--- config.mk ---
export PLATFORM = sky130hd
export DESIGN_NAME = ftbfd_lane
export DESIGN_NICKNAME = d
export VERILOG_FILES = /design/src/ftbfd_pkg.sv /design/src/ftbfd_lane.sv
export SDC_FILE = /design/constraint.sdc
export NUM_CORES = 2
export LEC_CHECK = 0
export BUFFER_PORTS_ARGS = -buffer_cell sky130_fd_sc_hd__buf_2
export CAP_MARGIN = 20
export CORE_UTILIZATION = 66
export DETAILED_ROUTE_END_ITERATION = 8
export GPL_TIMING_DRIVEN = 0
export HOLD_SLACK_MARGIN = 0.12
export PLACE_DENSITY = 0.83
export SLEW_MARGIN = 20
export SYNTH_ARGS = -nofsm -noshare
export SYNTH_HDL_FRONTEND = slang
export SYNTH_SLANG_ARGS = --single-unit
--- constraint.sdc ---
create_clock -name clk -period 10.35 [get_ports clk]
set_input_delay 0 -clock clk [delete_from_list [all_inputs] [get_ports clk]]
set_output_delay 0 -clock clk [all_outputs]
set_load 0.01 [all_outputs]
--- src/ftbfd_pkg.sv ---
`timescale 1ns / 1ps

package ftbfd_pkg;

  // Channel count and field widths
  localparam int NCH        = 6;
  localparam int CH_W       = 24;
  localparam int OUT_W      = 25;
  localparam int SUM_W      = 31;
  localparam int DIFF_W     = 26;
  localparam int WGT_W      = 17;
  localparam int DB_W       = 23;
  localparam int PROD_W     = 44;
  localparam int STAT_W     = 3;
  localparam int CFG_IDX_W  = 2;
  localparam int CFG_DATA_W = 23;

  // Unity weight in Q1.16
  localparam logic [WGT_W-1:0] ONE_Q16 = 17'h10000;

  // Register reset values
  localparam logic [WGT_W-1:0] NEW_WEIGHT_RST = 17'd62259;
  localparam logic [DB_W-1:0]  XY_DB_RST      = 23'd3277;
  localparam logic [DB_W-1:0]  Z_DB_RST       = 23'd410;

  // Configuration register indexes
  localparam logic [CFG_IDX_W-1:0] CFG_NEW_WEIGHT = 2'd0;
  localparam logic [CFG_IDX_W-1:0] CFG_XY_DB      = 2'd1;
  localparam logic [CFG_IDX_W-1:0] CFG_Z_DB       = 2'd2;

  typedef enum logic [STAT_W-1:0] {
    ST_CAL      = 3'd0,
    ST_CAL_DONE = 3'd1,
    ST_CAL_FAIL = 3'd2,
    ST_ACCEPT   = 3'd3,
    ST_REJECT   = 3'd4
  } status_t;

  typedef enum logic [1:0] {
    PH_CAL,
    PH_DIV,
    PH_LOAD,
    PH_RUN
  } phase_t;

  // Control from the sequencer to every lane
  typedef struct packed {
    logic    s1_load;
    logic    s2_load;
    logic    s3_load;
    logic    out_load;
    status_t fin_st;
    logic    cal_add;
    logic    cal_clear;
    logic    div_load;
    logic    div_step;
    logic    bias_load;
    logic    run_load;
  } lane_ctl_t;

endpackage

--- src/ftbfd_lane.sv ---
`timescale 1ns / 1ps

module ftbfd_lane #(
  parameter int CAL_SAMPLES = 100
) (
  input  logic                             clk,
  input  logic                             rst_n,
  input  logic signed [ftbfd_pkg::CH_W-1:0] x,
  input  ftbfd_pkg::lane_ctl_t             ctl,
  input  logic [ftbfd_pkg::WGT_W-1:0]      wgt,
  input  logic [ftbfd_pkg::DB_W-1:0]       db,
  output logic                             x_zero,
  output logic                             sum_zero,
  output logic signed [ftbfd_pkg::OUT_W-1:0] y
);
  import ftbfd_pkg::*;

  // |sum| stays below 2^30 for up to 127 samples of 24 bits
  localparam int MAG_W = SUM_W - 1;
  localparam int SHIFT = MAG_W + $clog2(CAL_SAMPLES);
  localparam logic [MAG_W:0] RECIP =
    (MAG_W + 1)'(((64'd1 << SHIFT) + 64'(CAL_SAMPLES) - 64'd1) / 64'(CAL_SAMPLES));

  logic signed [SUM_W-1:0]  sum_r, sum_nxt, sum_add;
  logic                     neg_r, neg_nxt;
  logic [SUM_W-1:0]         quo_r, quo_nxt;
  logic [2*MAG_W:0]         quo_prod;
  logic signed [CH_W-1:0]   bias_r, bias_nxt;
  logic signed [OUT_W-1:0]  prev_r, prev_nxt;
  logic signed [OUT_W-1:0]  last_r, last_nxt;
  logic signed [OUT_W-1:0]  d_in;

  logic signed [OUT_W-1:0]  d1_r, p1_r;
  logic signed [DIFF_W-1:0] diff2_r;
  logic signed [OUT_W-1:0]  p2_r;
  logic signed [PROD_W-1:0] prod3_r;
  logic signed [OUT_W-1:0]  p3_r;
  logic signed [OUT_W-1:0]  y_r;

  logic signed [PROD_W-1:0] blend;
  logic signed [OUT_W-1:0]  filt, filt_db, fin;
  logic [OUT_W-1:0]         filt_mag;

  // Calibration sum
  assign sum_add  = sum_r + SUM_W'(x);
  assign sum_zero = (sum_add == '0);
  assign x_zero   = (x == '0);

  always_comb begin
    sum_nxt = sum_r;
    if (ctl.cal_clear) begin
      sum_nxt = '0;
    end else if (ctl.cal_add) begin
      sum_nxt = sum_add;
    end
  end

  // Divide |sum| by the sample count: one multiply by a rounded-up reciprocal,
  // exact for every magnitude below 2^30
  assign quo_prod = {{(MAG_W + 1){1'b0}}, quo_r[MAG_W-1:0]} * {{MAG_W{1'b0}}, RECIP};

  always_comb begin
    neg_nxt = neg_r;
    quo_nxt = quo_r;
    if (ctl.div_load) begin
      neg_nxt = sum_add[SUM_W-1];
      quo_nxt = sum_add[SUM_W-1] ? SUM_W'(-sum_add) : SUM_W'(sum_add);
    end else if (ctl.div_step) begin
      quo_nxt = SUM_W'(quo_prod >> SHIFT);
    end
  end

  // Apply sign to the quotient: truncation toward zero
  always_comb begin
    bias_nxt = bias_r;
    if (ctl.bias_load) begin
      bias_nxt = neg_r ? -quo_r[CH_W-1:0] : quo_r[CH_W-1:0];
    end
  end

  // Debias at the input and remember it for the next blend
  assign d_in = OUT_W'(x) - OUT_W'(bias_r);

  always_comb begin
    prev_nxt = prev_r;
    if (ctl.run_load) begin
      prev_nxt = d_in;
    end
  end

  // Blend: p*2^16 + w*(d - p), then floor by 2^16
  assign blend    = (PROD_W'(p3_r) <<< 16) + prod3_r;
  assign filt     = blend[OUT_W+15:16];
  assign filt_mag = filt[OUT_W-1] ? OUT_W'(-filt) : OUT_W'(filt);
  assign filt_db  = (filt_mag < OUT_W'(db)) ? '0 : filt;

  // Pick the result word by status
  always_comb begin
    case (ctl.fin_st)
      ST_ACCEPT: fin = filt_db;
      ST_REJECT: fin = last_r;
      default:   fin = '0;
    endcase
  end

  always_comb begin
    last_nxt = last_r;
    if (ctl.out_load && ctl.fin_st == ST_ACCEPT) begin
      last_nxt = filt_db;
    end
  end

  // State registers
  always_ff @(posedge clk) begin
    if (!rst_n) begin
      sum_r  <= '0;
      bias_r <= '0;
      prev_r <= '0;
      last_r <= '0;
    end else begin
      sum_r  <= sum_nxt;
      bias_r <= bias_nxt;
      prev_r <= prev_nxt;
      last_r <= last_nxt;
    end
  end

  always_ff @(posedge clk) begin
    neg_r <= neg_nxt;
    quo_r <= quo_nxt;
  end

  // Datapath stages: advance on their load strobes
  always_ff @(posedge clk) begin
    if (ctl.s1_load) begin
      d1_r <= d_in;
      p1_r <= prev_r;
    end
    if (ctl.s2_load) begin
      diff2_r <= DIFF_W'(d1_r) - DIFF_W'(p1_r);
      p2_r    <= p1_r;
    end
    if (ctl.s3_load) begin
      prod3_r <= PROD_W'($signed({1'b0, wgt}) * diff2_r);
      p3_r    <= p2_r;
    end
    if (ctl.out_load) begin
      y_r <= fin;
    end
  end

  assign y = y_r;

endmodule

==> results.cfg <==
[timing]
worst_pin_slew_ps = 1140
max_freq_mhz = 104
rsz0062_at_grt = false
drv_slew = 0
whs_ps = 147
period_minus_slack_ps = 9640
fin_crit_sh_pct = 93.1
setup_viol = 0
slew_headroom_pct = 23.6
finalClockSkew_ps = 27.1
setup_tns_ps = 0
finalHoldViolCount = 0

[floorplanning]
rows = 97
die-width_um = 270
fp.dieArea_um2 = 72800
die_y_um = 270
start_util_pct = 67.1
io_pins = 106
core-area_um2 = 70500

[yosys]
netlist_area_um2 = 47300
ys_warn_count = 0
avgSynthCellArea_um2 = 9.59
synth_area_leader_cell = fa_1
synth_cell_types = 96
netlist_instances = 4937
synth_nets = 6346
synthFlopType = edfxtp_1
synth_top_area_share_pct = 31.5
synth_edf_count = 207
yosys-top-cells-area = fa_1 (31%), ha_1 (15%), edfxtp_1 (13%), inv_1 (8.8%), dfxtp_1 (4.4%)
synth-seq-cells = 312
yosysSeqAreaShare_pct = 17.6
async_flop_share_pct = 0

[worst_setup_path]
r2r-start = quo_r[4]
r2r_slack_ps = 710
startpoint = quo_r[4]
crit_family = adder cells
crit_type = reg -> reg
crit_end = quo_r[22]
startpoint_type = flop
crit_required_ps = 10650
slowest_stage = o41ai_1
crit_path_frequent_cell = fa_1
r2r-end = quo_r[22]
cp.arrival_ps = 9940
rr_worst_depth = 25
cpPeakStageDelay_ps = 900
cp-end-kind = flop
worst-path-max-fanout = 8
crit_cells = 25
path_buf_inv = 5

[detailed_routing]
wl_met2_um = 59400
antenna_left = 0
drt-initial-drc-count = 2643
first_pass_iters = 6
route.detailed.drc = 0
m1WireLength_um = 45800
dr_wl_met3_um = 8810
wl_um = 124000
top_layer = met5
vias = 35300
via_per_inst = 5.82
wl_per_cell_um = 20.4

[cts]
cts.reportedPaths.clkPinSlew_ps = 60
htree_levels = 2
clk_latency_ps = 570
clockRootBuffer = clkbuf_16
cts_tree = yes
clk_path_buf_depth = 3
clkSinkCount = 312
cts_made_buffers = 37

[layout]
final_cell_count_no_fill = 6068
area.growth.synth_to_final_pct = 6.74
nets = 6506
drive_gt1_share_pct = 4.16

[grt]
grt_pass1_vias = 37300
grt_pass1_wl_um = 198000
grt.overflow.total = 0
grtUsageTotal_pct = 35.0
antenna_found_initial = 5
grt_max_degree = 52

[placement]
gp_congestion = 1.01
port_buffers = 94
place_hpwl_um = 104000
placed_cells = 5971

[outcome]
outcome = complete, no violations

[hold_path]
hold_start = x[7]
hp-class = in -> reg

[flow_run]
maxCapViolations = 0
per-stage QoR:
stage	cell area (µm²)	worst slack [ps]	util [%]
global route	50500	647	71.6
floorplan	47300	2900	-
global placement	49000	1160	69.4
finish	50500	712	71.6
CTS	50500	1030	71.6
detailed placement	49000	1090	69.4
synth_stat cells (16+ instances only):
master and number:
inv_1 1114, nand2_1 473, or3_1 20, dfxtp_1 105, ha_1 586, xnor2_1 132, o31ai_1 22, fa_1 744
nor2b_1 50, edfxtp_1 207, nand2b_1 28, and2_1 189, a211oi_1 29, nand4_1 19, and3_1 26, nand3_1 50
o211ai_1 18, o21ai_0 143, or2_2 16, nor2_1 205, xor2_1 57, a31oi_1 25, o21a_1 23, clkbuf_1 119
mux2i_1 58, a21o_1 55, a21oi_1 150, nor3_1 57
cells in the final DEF, fill, tap and decap left out, drive strengths merged, types with 105 or more instances in the layout:
| master | Yosys | routed |
|---|---|---|
| a21oi | 150 | 150 |
| and2 | 191 | 191 |
| clkbuf | 123 | 173 |
| dfxtp | 105 | 105 |
| edfxtp | 207 | 207 |
| fa | 744 | 744 |
| ha | 586 | 586 |
| inv | 1115 | 1121 |
| nand2 | 473 | 473 |
| nor2 | 205 | 205 |
| o21ai | 143 | 143 |
| xnor2 | 132 | 132 |
worst min-delay path by stage:
stage / to / depth (start not counted)
2_1_floorplan: d1_r[0] / 0
3_3_place_gp: neg_r / 1
3_5_place_dp: neg_r / 1
4_1_cts: d1_r[14] / 3
5_1_grt: d1_r[13] / 3
6_report: d1_r[7] / 3
kinds of logic (layout without fill, tap and decap cells):
logic type | Yosys count | in the layout | synth area share (%)
adders and majority gates | 1330 | 1330 | 47.0
AOI/OAI and AO/OA | 600 | 600 | 8.41
muxes | 58 | 58 | 1.23
buffers and inverters | 1245 | 1433 | 9.95
and+or+nand+nor | 1203 | 1203 | 12.4
DFF | 312 | 312 | 17.6
xor gates and xnor gates | 189 | 189 | 3.50
other | 0 | 3 | 0
timing repair:
item                      CTS  global route
hold buffers               24             3
gates resized for setup     0             0
buffers inserted            0             0
hold endpoints to repair   84           151
sequential cells by signal, indices dropped and copies added, names as in the netlist:
| register | cells |
|---|---|
| y | 25 |
| last_r | 25 |
| p2_r | 25 |
| prev_r | 25 |
| neg_r | 1 |
| p1_r | 25 |
| p3_r | 25 |
| quo_r | 30 |
| bias_r | 24 |
| sum_r | 31 |
| diff2_r | 26 |
| prod3_r | 25 |
| d1_r | 25 |
cell type report:
cell class / instances / area (µm²)
diodes: 3 / 7.51
fillers: 5094 / 20000
clock buffers: 50 / 1090
flip-flops and latches: 312 / 8320
repair buffers: 121 / 748
multi-input cells: 3380 / 34300
well taps: 940 / 1180
clock inverters: 17 / 166
plain buffers: 130 / 522
inverters: 1115 / 4190
routing by layer:
layer | track usage (%) | vias up
li1 | - | 16000
met5 | 0 | -
met3 | 6.07 | 450
met1 | 41.5 | 17400
met4 | 21.8 | 2
met2 | 59.5 | 1432
worst register-to-register path, cell delays in order, from the launching register on:
cell and delay (ps):
edfxtp_1 660, inv_1 330, ha_1 540, inv_1 90, fa_1 560, fa_1 460
fa_1 560, inv_1 60, fa_1 520, fa_1 450, fa_1 550, inv_1 50
fa_1 530, inv_1 50, ha_1 390, nand3_1 120, nor2_1 60, a21oi_1 130
o311ai_0 280, o21ai_0 890, a21oi_1 300, o41ai_1 900, o211ai_1 250, a31oi_1 380
xor2_1 180, mux2i_1 90
Power is not shown: default switching activity piles up to over one toggle a cycle in this logic, so the estimate is an artifact.
