**src/ftbfd_pkg.sv**
```systemverilog
`timescale 1ns / 1ps

package ftbfd_pkg;

  // Channel count and field widths
  localparam int NCH        = 6;
  localparam int CH_W       = 24;
  localparam int OUT_W      = 25;
  localparam int SUM_W      = 31;
  localparam int DIFF_W     = 26;
  localparam int WGT_W      = 17;
  localparam int DB_W       = 23;
  localparam int PROD_W     = 44;
  localparam int STAT_W     = 3;
  localparam int CFG_IDX_W  = 2;
  localparam int CFG_DATA_W = 23;

  // Unity weight in Q1.16
  localparam logic [WGT_W-1:0] ONE_Q16 = 17'h10000;

  // Register reset values
  localparam logic [WGT_W-1:0] NEW_WEIGHT_RST = 17'd62259;
  localparam logic [DB_W-1:0]  XY_DB_RST      = 23'd3277;
  localparam logic [DB_W-1:0]  Z_DB_RST       = 23'd410;

  // Configuration register indexes
  localparam logic [CFG_IDX_W-1:0] CFG_NEW_WEIGHT = 2'd0;
  localparam logic [CFG_IDX_W-1:0] CFG_XY_DB      = 2'd1;
  localparam logic [CFG_IDX_W-1:0] CFG_Z_DB       = 2'd2;

  typedef enum logic [STAT_W-1:0] {
    ST_CAL      = 3'd0,
    ST_CAL_DONE = 3'd1,
    ST_CAL_FAIL = 3'd2,
    ST_ACCEPT   = 3'd3,
    ST_REJECT   = 3'd4
  } status_t;

  typedef enum logic [1:0] {
    PH_CAL,
    PH_DIV,
    PH_LOAD,
    PH_RUN
  } phase_t;

  // Control from the sequencer to every lane
  typedef struct packed {
    logic    s1_load;
    logic    s2_load;
    logic    s3_load;
    logic    out_load;
    status_t fin_st;
    logic    cal_add;
    logic    cal_clear;
    logic    div_load;
    logic    div_step;
    logic    bias_load;
    logic    run_load;
  } lane_ctl_t;

endpackage

```
**src/ftbfd_ctrl.sv**
```systemverilog
`timescale 1ns / 1ps

module ftbfd_ctrl #(
  parameter int CAL_SAMPLES = 100
) (
  input  logic                  clk,
  input  logic                  rst_n,
  input  logic                  in_valid,
  input  logic                  out_ready,
  input  logic                  any_x_zero,
  input  logic                  all_sum_zero,
  output logic                  in_ready,
  output logic                  out_valid,
  output ftbfd_pkg::status_t    out_status,
  output ftbfd_pkg::lane_ctl_t  ctl
);
  import ftbfd_pkg::*;

  localparam int CNT_W = $clog2(CAL_SAMPLES + 1);
  localparam logic [CNT_W-1:0]  CNT_LAST  = CNT_W'(CAL_SAMPLES - 1);

  phase_t            phase_r, phase_nxt;
  logic [CNT_W-1:0]  cnt_r, cnt_nxt;
  logic              v1_r, v2_r, v3_r, ov_r;
  status_t           st1_r, st2_r, st3_r, ost_r;
  status_t           st_in;
  logic              acc, open, last_cal;
  logic              div_step, bias_load;
  logic              s2_load, s3_load, out_load;

  // Collapsing pipeline: a stage moves when the next is empty or moving
  assign out_load = v3_r && (!ov_r || out_ready);
  assign s3_load  = v2_r && (!v3_r || out_load);
  assign s2_load  = v1_r && (!v2_r || s3_load);
  assign in_ready = open && (!v1_r || s2_load);
  assign acc      = in_valid && in_ready;
  assign last_cal = (cnt_r == CNT_LAST);

  // Status of the arriving word
  always_comb begin
    if (phase_r == PH_CAL) begin
      if (!last_cal) begin
        st_in = ST_CAL;
      end else if (all_sum_zero) begin
        st_in = ST_CAL_FAIL;
      end else begin
        st_in = ST_CAL_DONE;
      end
    end else begin
      st_in = any_x_zero ? ST_REJECT : ST_ACCEPT;
    end
  end

  // Phase next state
  always_comb begin
    phase_nxt = phase_r;
    unique case (phase_r)
      PH_CAL:  if (acc && st_in == ST_CAL_DONE) phase_nxt = PH_DIV;
      PH_DIV:  phase_nxt = PH_LOAD;
      PH_LOAD: phase_nxt = PH_RUN;
      PH_RUN:  phase_nxt = PH_RUN;
      default: phase_nxt = PH_CAL;
    endcase
  end

  // Phase outputs
  always_comb begin
    open      = 1'b0;
    div_step  = 1'b0;
    bias_load = 1'b0;
    unique case (phase_r)
      PH_CAL:  open = 1'b1;
      PH_DIV:  div_step = 1'b1;
      PH_LOAD: bias_load = 1'b1;
      PH_RUN:  open = 1'b1;
      default: open = 1'b0;
    endcase
  end

  // Lane strobes
  always_comb begin
    ctl.s1_load   = acc;
    ctl.s2_load   = s2_load;
    ctl.s3_load   = s3_load;
    ctl.out_load  = out_load;
    ctl.fin_st    = st3_r;
    ctl.cal_add   = acc && (st_in == ST_CAL || st_in == ST_CAL_DONE);
    ctl.cal_clear = acc && (st_in == ST_CAL_FAIL);
    ctl.div_load  = acc && (st_in == ST_CAL_DONE);
    ctl.div_step  = div_step;
    ctl.bias_load = bias_load;
    ctl.run_load  = acc && (st_in == ST_ACCEPT);
  end

  // Sample counter
  always_comb begin
    cnt_nxt = cnt_r;
    if (ctl.cal_clear) begin
      cnt_nxt = '0;
    end else if (acc && st_in == ST_CAL) begin
      cnt_nxt = cnt_r + 1'b1;
    end
  end

  always_ff @(posedge clk) begin
    if (!rst_n) begin
      phase_r <= PH_CAL;
      cnt_r   <= '0;
      v1_r    <= 1'b0;
      v2_r    <= 1'b0;
      v3_r    <= 1'b0;
      ov_r    <= 1'b0;
    end else begin
      phase_r <= phase_nxt;
      cnt_r   <= cnt_nxt;
      v1_r    <= acc || (v1_r && !s2_load);
      v2_r    <= s2_load || (v2_r && !s3_load);
      v3_r    <= s3_load || (v3_r && !out_load);
      ov_r    <= out_load || (ov_r && !out_ready);
    end
  end

  // Status travels with its word
  always_ff @(posedge clk) begin
    if (acc) st1_r <= st_in;
    if (s2_load) st2_r <= st1_r;
    if (s3_load) st3_r <= st2_r;
    if (out_load) ost_r <= st3_r;
  end

  assign out_valid  = ov_r;
  assign out_status = ost_r;

`ifndef SYNTHESIS
  a_closed_while_dividing: assert property (@(posedge clk) disable iff (!rst_n)
    (phase_r == PH_DIV || phase_r == PH_LOAD) |-> !in_ready)
    else $error("input open during bias divide");

  a_done_starts_divide: assert property (@(posedge clk) disable iff (!rst_n)
    (acc && st_in == ST_CAL_DONE) |=> (phase_r == PH_DIV))
    else $error("calibration done did not start the divide");

  a_run_status_only_in_run: assert property (@(posedge clk) disable iff (!rst_n)
    (acc && (st_in == ST_ACCEPT || st_in == ST_REJECT)) |-> phase_r == PH_RUN)
    else $error("run status outside run phase");

  a_out_load_has_word: assert property (@(posedge clk) disable iff (!rst_n)
    out_load |=> ov_r)
    else $error("output register lost a word");
`endif

endmodule

```
**config.mk**
```make
export PLATFORM = sky130hd
export DESIGN_NAME = ftbfd_ctrl
export DESIGN_NICKNAME = d
export VERILOG_FILES = /design/src/ftbfd_pkg.sv /design/src/ftbfd_ctrl.sv
export SDC_FILE = /design/constraint.sdc
export NUM_CORES = 1
export LEC_CHECK = 0
export ABC_AREA = 1
export BUFFER_PORTS_ARGS = -buffer_cell sky130_fd_sc_hd__buf_2
export CAP_MARGIN = 5
export CORE_MARGIN = 2
export CORE_UTILIZATION = 25
export DETAILED_ROUTE_END_ITERATION = 10
export GPL_ROUTABILITY_DRIVEN = 0
export PLACE_DENSITY = 0.4
export SLEW_MARGIN = 15
export SYNTH_ARGS = -nofsm -noshare
export SYNTH_HDL_FRONTEND = slang
export SYNTH_SLANG_ARGS = --single-unit
```
**constraint.sdc**
```tcl
create_clock -name clk -period 1.8 [get_ports clk]
set_input_delay 0.18 -clock clk [delete_from_list [all_inputs] [get_ports clk]]
set_output_delay 0.18 -clock clk [all_outputs]
set_load 0.03 [all_outputs]
```
==> results.sh <==
export IMPL_dp_slack_ps=145
export IMPL_synthTopCellsByArea="edfxtp_1 (29%), dfxtp_1 (21%), nand2_1 (8.1%)"
export IMPL_synth_top_area_frac=0.287
export IMPL_dieArea_sq_mm=0.00560
export IMPL_hpwlAfterDp_mm=1.81
export IMPL_io_pins=24
export IMPL_p_per_area_mw_per_mm2=822
export IMPL_synth_seq_cells=25
export IMPL_syn_avg_cell_area_sq_um=9.51
export IMPL_syn_nets=143
export IMPL_yosys_cell_types_count=24
export IMPL_cts_root_buf="clkbuf_8"
export IMPL_rr_endpoint="cnt_r[0]"
export IMPL_irDropWorstVdd_v=0.000442
export IMPL_io_buffers=23
export IMPL_wl_per_cell_microns=10.6
export IMPL_cts_tree="yes"
export IMPL_drtPass1Iterations=4
export IMPL_cp_required_ps=1620
export IMPL_htreeDepth=1
export IMPL_yosysMostFrequentCell="nand2_1"
export IMPL_die_w_microns=74.9
export IMPL_via_per_inst=4.00
export IMPL_area_growth_pct=28.8
export IMPL_max_cap_viol_count=0
export IMPL_clkSlewWorstSetupHoldPaths_ps=100
export IMPL_yosys_area_top_type="edfxtp_1"
export IMPL_finalSetupViolations=0
export IMPL_hold_violations=0
export IMPL_timing_rr_start="phase_r[0]"
export IMPL_max_stage_delay_ps=340
export IMPL_hold_buffers=0
export IMPL_antenna_found_initial=0
export IMPL_core_sq_mm=0.00479
export IMPL_drive_gt1_frac=0.421
export IMPL_period_minus_slack_ps=1700
export IMPL_hold_path_class="in2reg"
export IMPL_syn_inst=132
export IMPL_grt_setup_unrepaired="false"
export IMPL_cts_buffers=3
export IMPL_syn_cell_area_sq_mm=0.00125
export IMPL_yosysWarnings=0
export IMPL_fin_ws_ps=101
export IMPL_tns_ps=0
export IMPL_reg2reg_depth=7
export IMPL_die_y_microns=74.9
export IMPL_crit_path_end="ctl[3]"
export IMPL_drt_iter0_markers=44
export IMPL_end_kind="output pin"
export IMPL_fin_nets=176
export IMPL_synthFlopType="dfxtp_1"
export IMPL_insertion_delay_ps=270
export IMPL_fmax_ghz=0.589
export IMPL_grt_max_degree=16
export IMPL_outcome="completed"
export IMPL_routed_wl_mm=2.45
export IMPL_rows=25
export IMPL_fin_crit_sh=0.944
export IMPL_fin_skew_ps=7.15
export IMPL_start_util=0.262
export IMPL_synth_top_cells_by_count="nand2_1 (27), inv_1 (18), dfxtp_1 (13), nor2_1 (13), edfxtp_1 (12)"
export IMPL_synth_edf_count=12
export IMPL_fillers=503
export IMPL_start_kind="flip-flop"
export IMPL_vias=923
export IMPL_slew_viol_final=0
export IMPL_clock_path_buffers=2
export IMPL_total_leakage_power_nw=0.709
export IMPL_reg2reg_slack_ps=180
export IMPL_drc=0
export IMPL_crit_top_cell="inv_1"
export IMPL_grt_pass1_wl_mm=3.68
export IMPL_ant_nets=0
export IMPL_crit_fanout=3
export IMPL_worst_ep_arrival_time_ps=1520
export IMPL_slew_headroom=0.789
export IMPL_crit_slowest_cell="dfxtp_2"
export IMPL_cp_startpoint="phase_r[0]"
export IMPL_path_cells="inv_1 -> ha_4 -> nand4_1 -> nor2_2 -> nand3_2 -> inv_1 -> buf_6"
export IMPL_synth_async_reset_ratio=0
export IMPL_worst_setup_path_type="reg2out"
export IMPL_n_antenna_cell=0
export IMPL_grt_pass1_vias=819
export IMPL_worstMarginPinSlew_ps=315
export IMPL_yosysSeqAreaShare=0.495
export IMPL_grt_overflow=0
export IMPL_cts_sinks=25
export IMPL_grt_use_total=0.0877
==> report_power, final <==
part | switching (mW) | leakage [nW] | internal, mW | total [mW]
clock network | 0.190 | 0.0217 | 0.157 | 0.346
logic | 0.204 | 0.469 | 0.121 | 0.325
registers | 0.0192 | 0.219 | 0.638 | 0.657
total | 0.412 | 0.709 | 0.916 | 1.33
==> worst min-delay path by stage <==
| stage | cells past startpoint | from | to |
|---|---|---|---|
| finish | 3 | rst_n | phase_r[0] |
| global route | 3 | rst_n | phase_r[0] |
| CTS | 3 | rst_n | phase_r[0] |
| detailed placement | 0 | st2_r[2] | st3_r[2] |
| global placement | 0 | st2_r[2] | st3_r[2] |
| floorplan | 2 | rst_n | phase_r[0] |
==> worst max-delay path: cells and delay by family, from the launching register on <==
kind | cells | cell delay (ps)
buffers and inverters | 3 | 330
adder cells (fa/ha/maj) | 1 | 170
AND/OR/NAND/NOR | 3 | 400
flip-flops | 1 | 340
==> routing by layer <==
| layer | up-vias | GRT usage | wire length [microns] |
|---|---|---|---|
| li1 | 474 | - | - |
| met3 | 2 | 0.0335 | 123 |
| met4 | 0 | 0.0179 | 13 |
| met2 | 20 | 0.147 | 1170 |
| met5 | - | 0 | 0 |
| met1 | 427 | 0.108 | 1140 |
==> repair_timing <==
item                       4_1_cts  5_1_grt
buffers inserted                 2        8
resized for setup                9       13
setup endpoints to repair        5        3
pin swaps                        0        6
==> flip-flops by register name (all words and copies together) (netlist names) <==
register / flops
out_valid: 1
v1_r: 1
cnt_r: 7
out_status: 3
v2_r: 1
v3_r: 1
st3_r: 3
st2_r: 3
st1_r: 3
phase_r: 2
==> cells by family (layout without fill, tap and decap cells) <==
group	Yosys count	count (layout)	share of synthesized area
buffers and inverters	29	61	0.107
DFF	25	25	0.495
adders and majority gates	5	5	0.0499
and+or+nand+nor	55	55	0.247
xor gates and xnor gates	5	5	0.0349
AOI/OAI and AO/OA	13	13	0.0668
==> layout by cell type, fill, tap and decap left out, drive strengths merged, types with 2 or more instances in the layout <==
cell / Yosys / final
buf: 6 / 34
nand2: 28 / 28
inv: 23 / 23
nor2: 18 / 18
dfxtp: 13 / 13
edfxtp: 12 / 12
a21oi: 11 / 11
xor2: 5 / 5
ha: 5 / 5
nand3: 4 / 4
clkbuf: 0 / 3
nand4: 3 / 3
o21ai: 2 / 2
==> cell type report <==
cell class              count  area (sq um)  area share
multi-input cells          78           551       0.341
well taps                  67          83.8      0.0519
repair buffers             34           216       0.134
clock inverters             1          7.51     0.00464
flip-flops and latches     25           628       0.389
inverters                  23          88.8      0.0550
clock buffers               3          41.3      0.0255
==> per-stage QoR <==
| stage | hold WS, ps | instance area [sq um] | power (mW) | util | std cells |
|---|---|---|---|---|---|
| final | 183 | 1620 | 1.33 | 0.338 | 231 |
| after global routing | 181 | 1620 | 1.40 | 0.338 | 231 |
| after CTS | 179 | 1510 | 1.31 | 0.315 | 223 |
| after detailed placement | 406 | 1420 | 0.941 | 0.296 | 217 |
| after global placement | 401 | 1420 | 0.938 | 0.296 | 217 |
| after floorplan | 301 | 1260 | 0.884 | - | 132 |
Power figures use the tool's default switching activity.
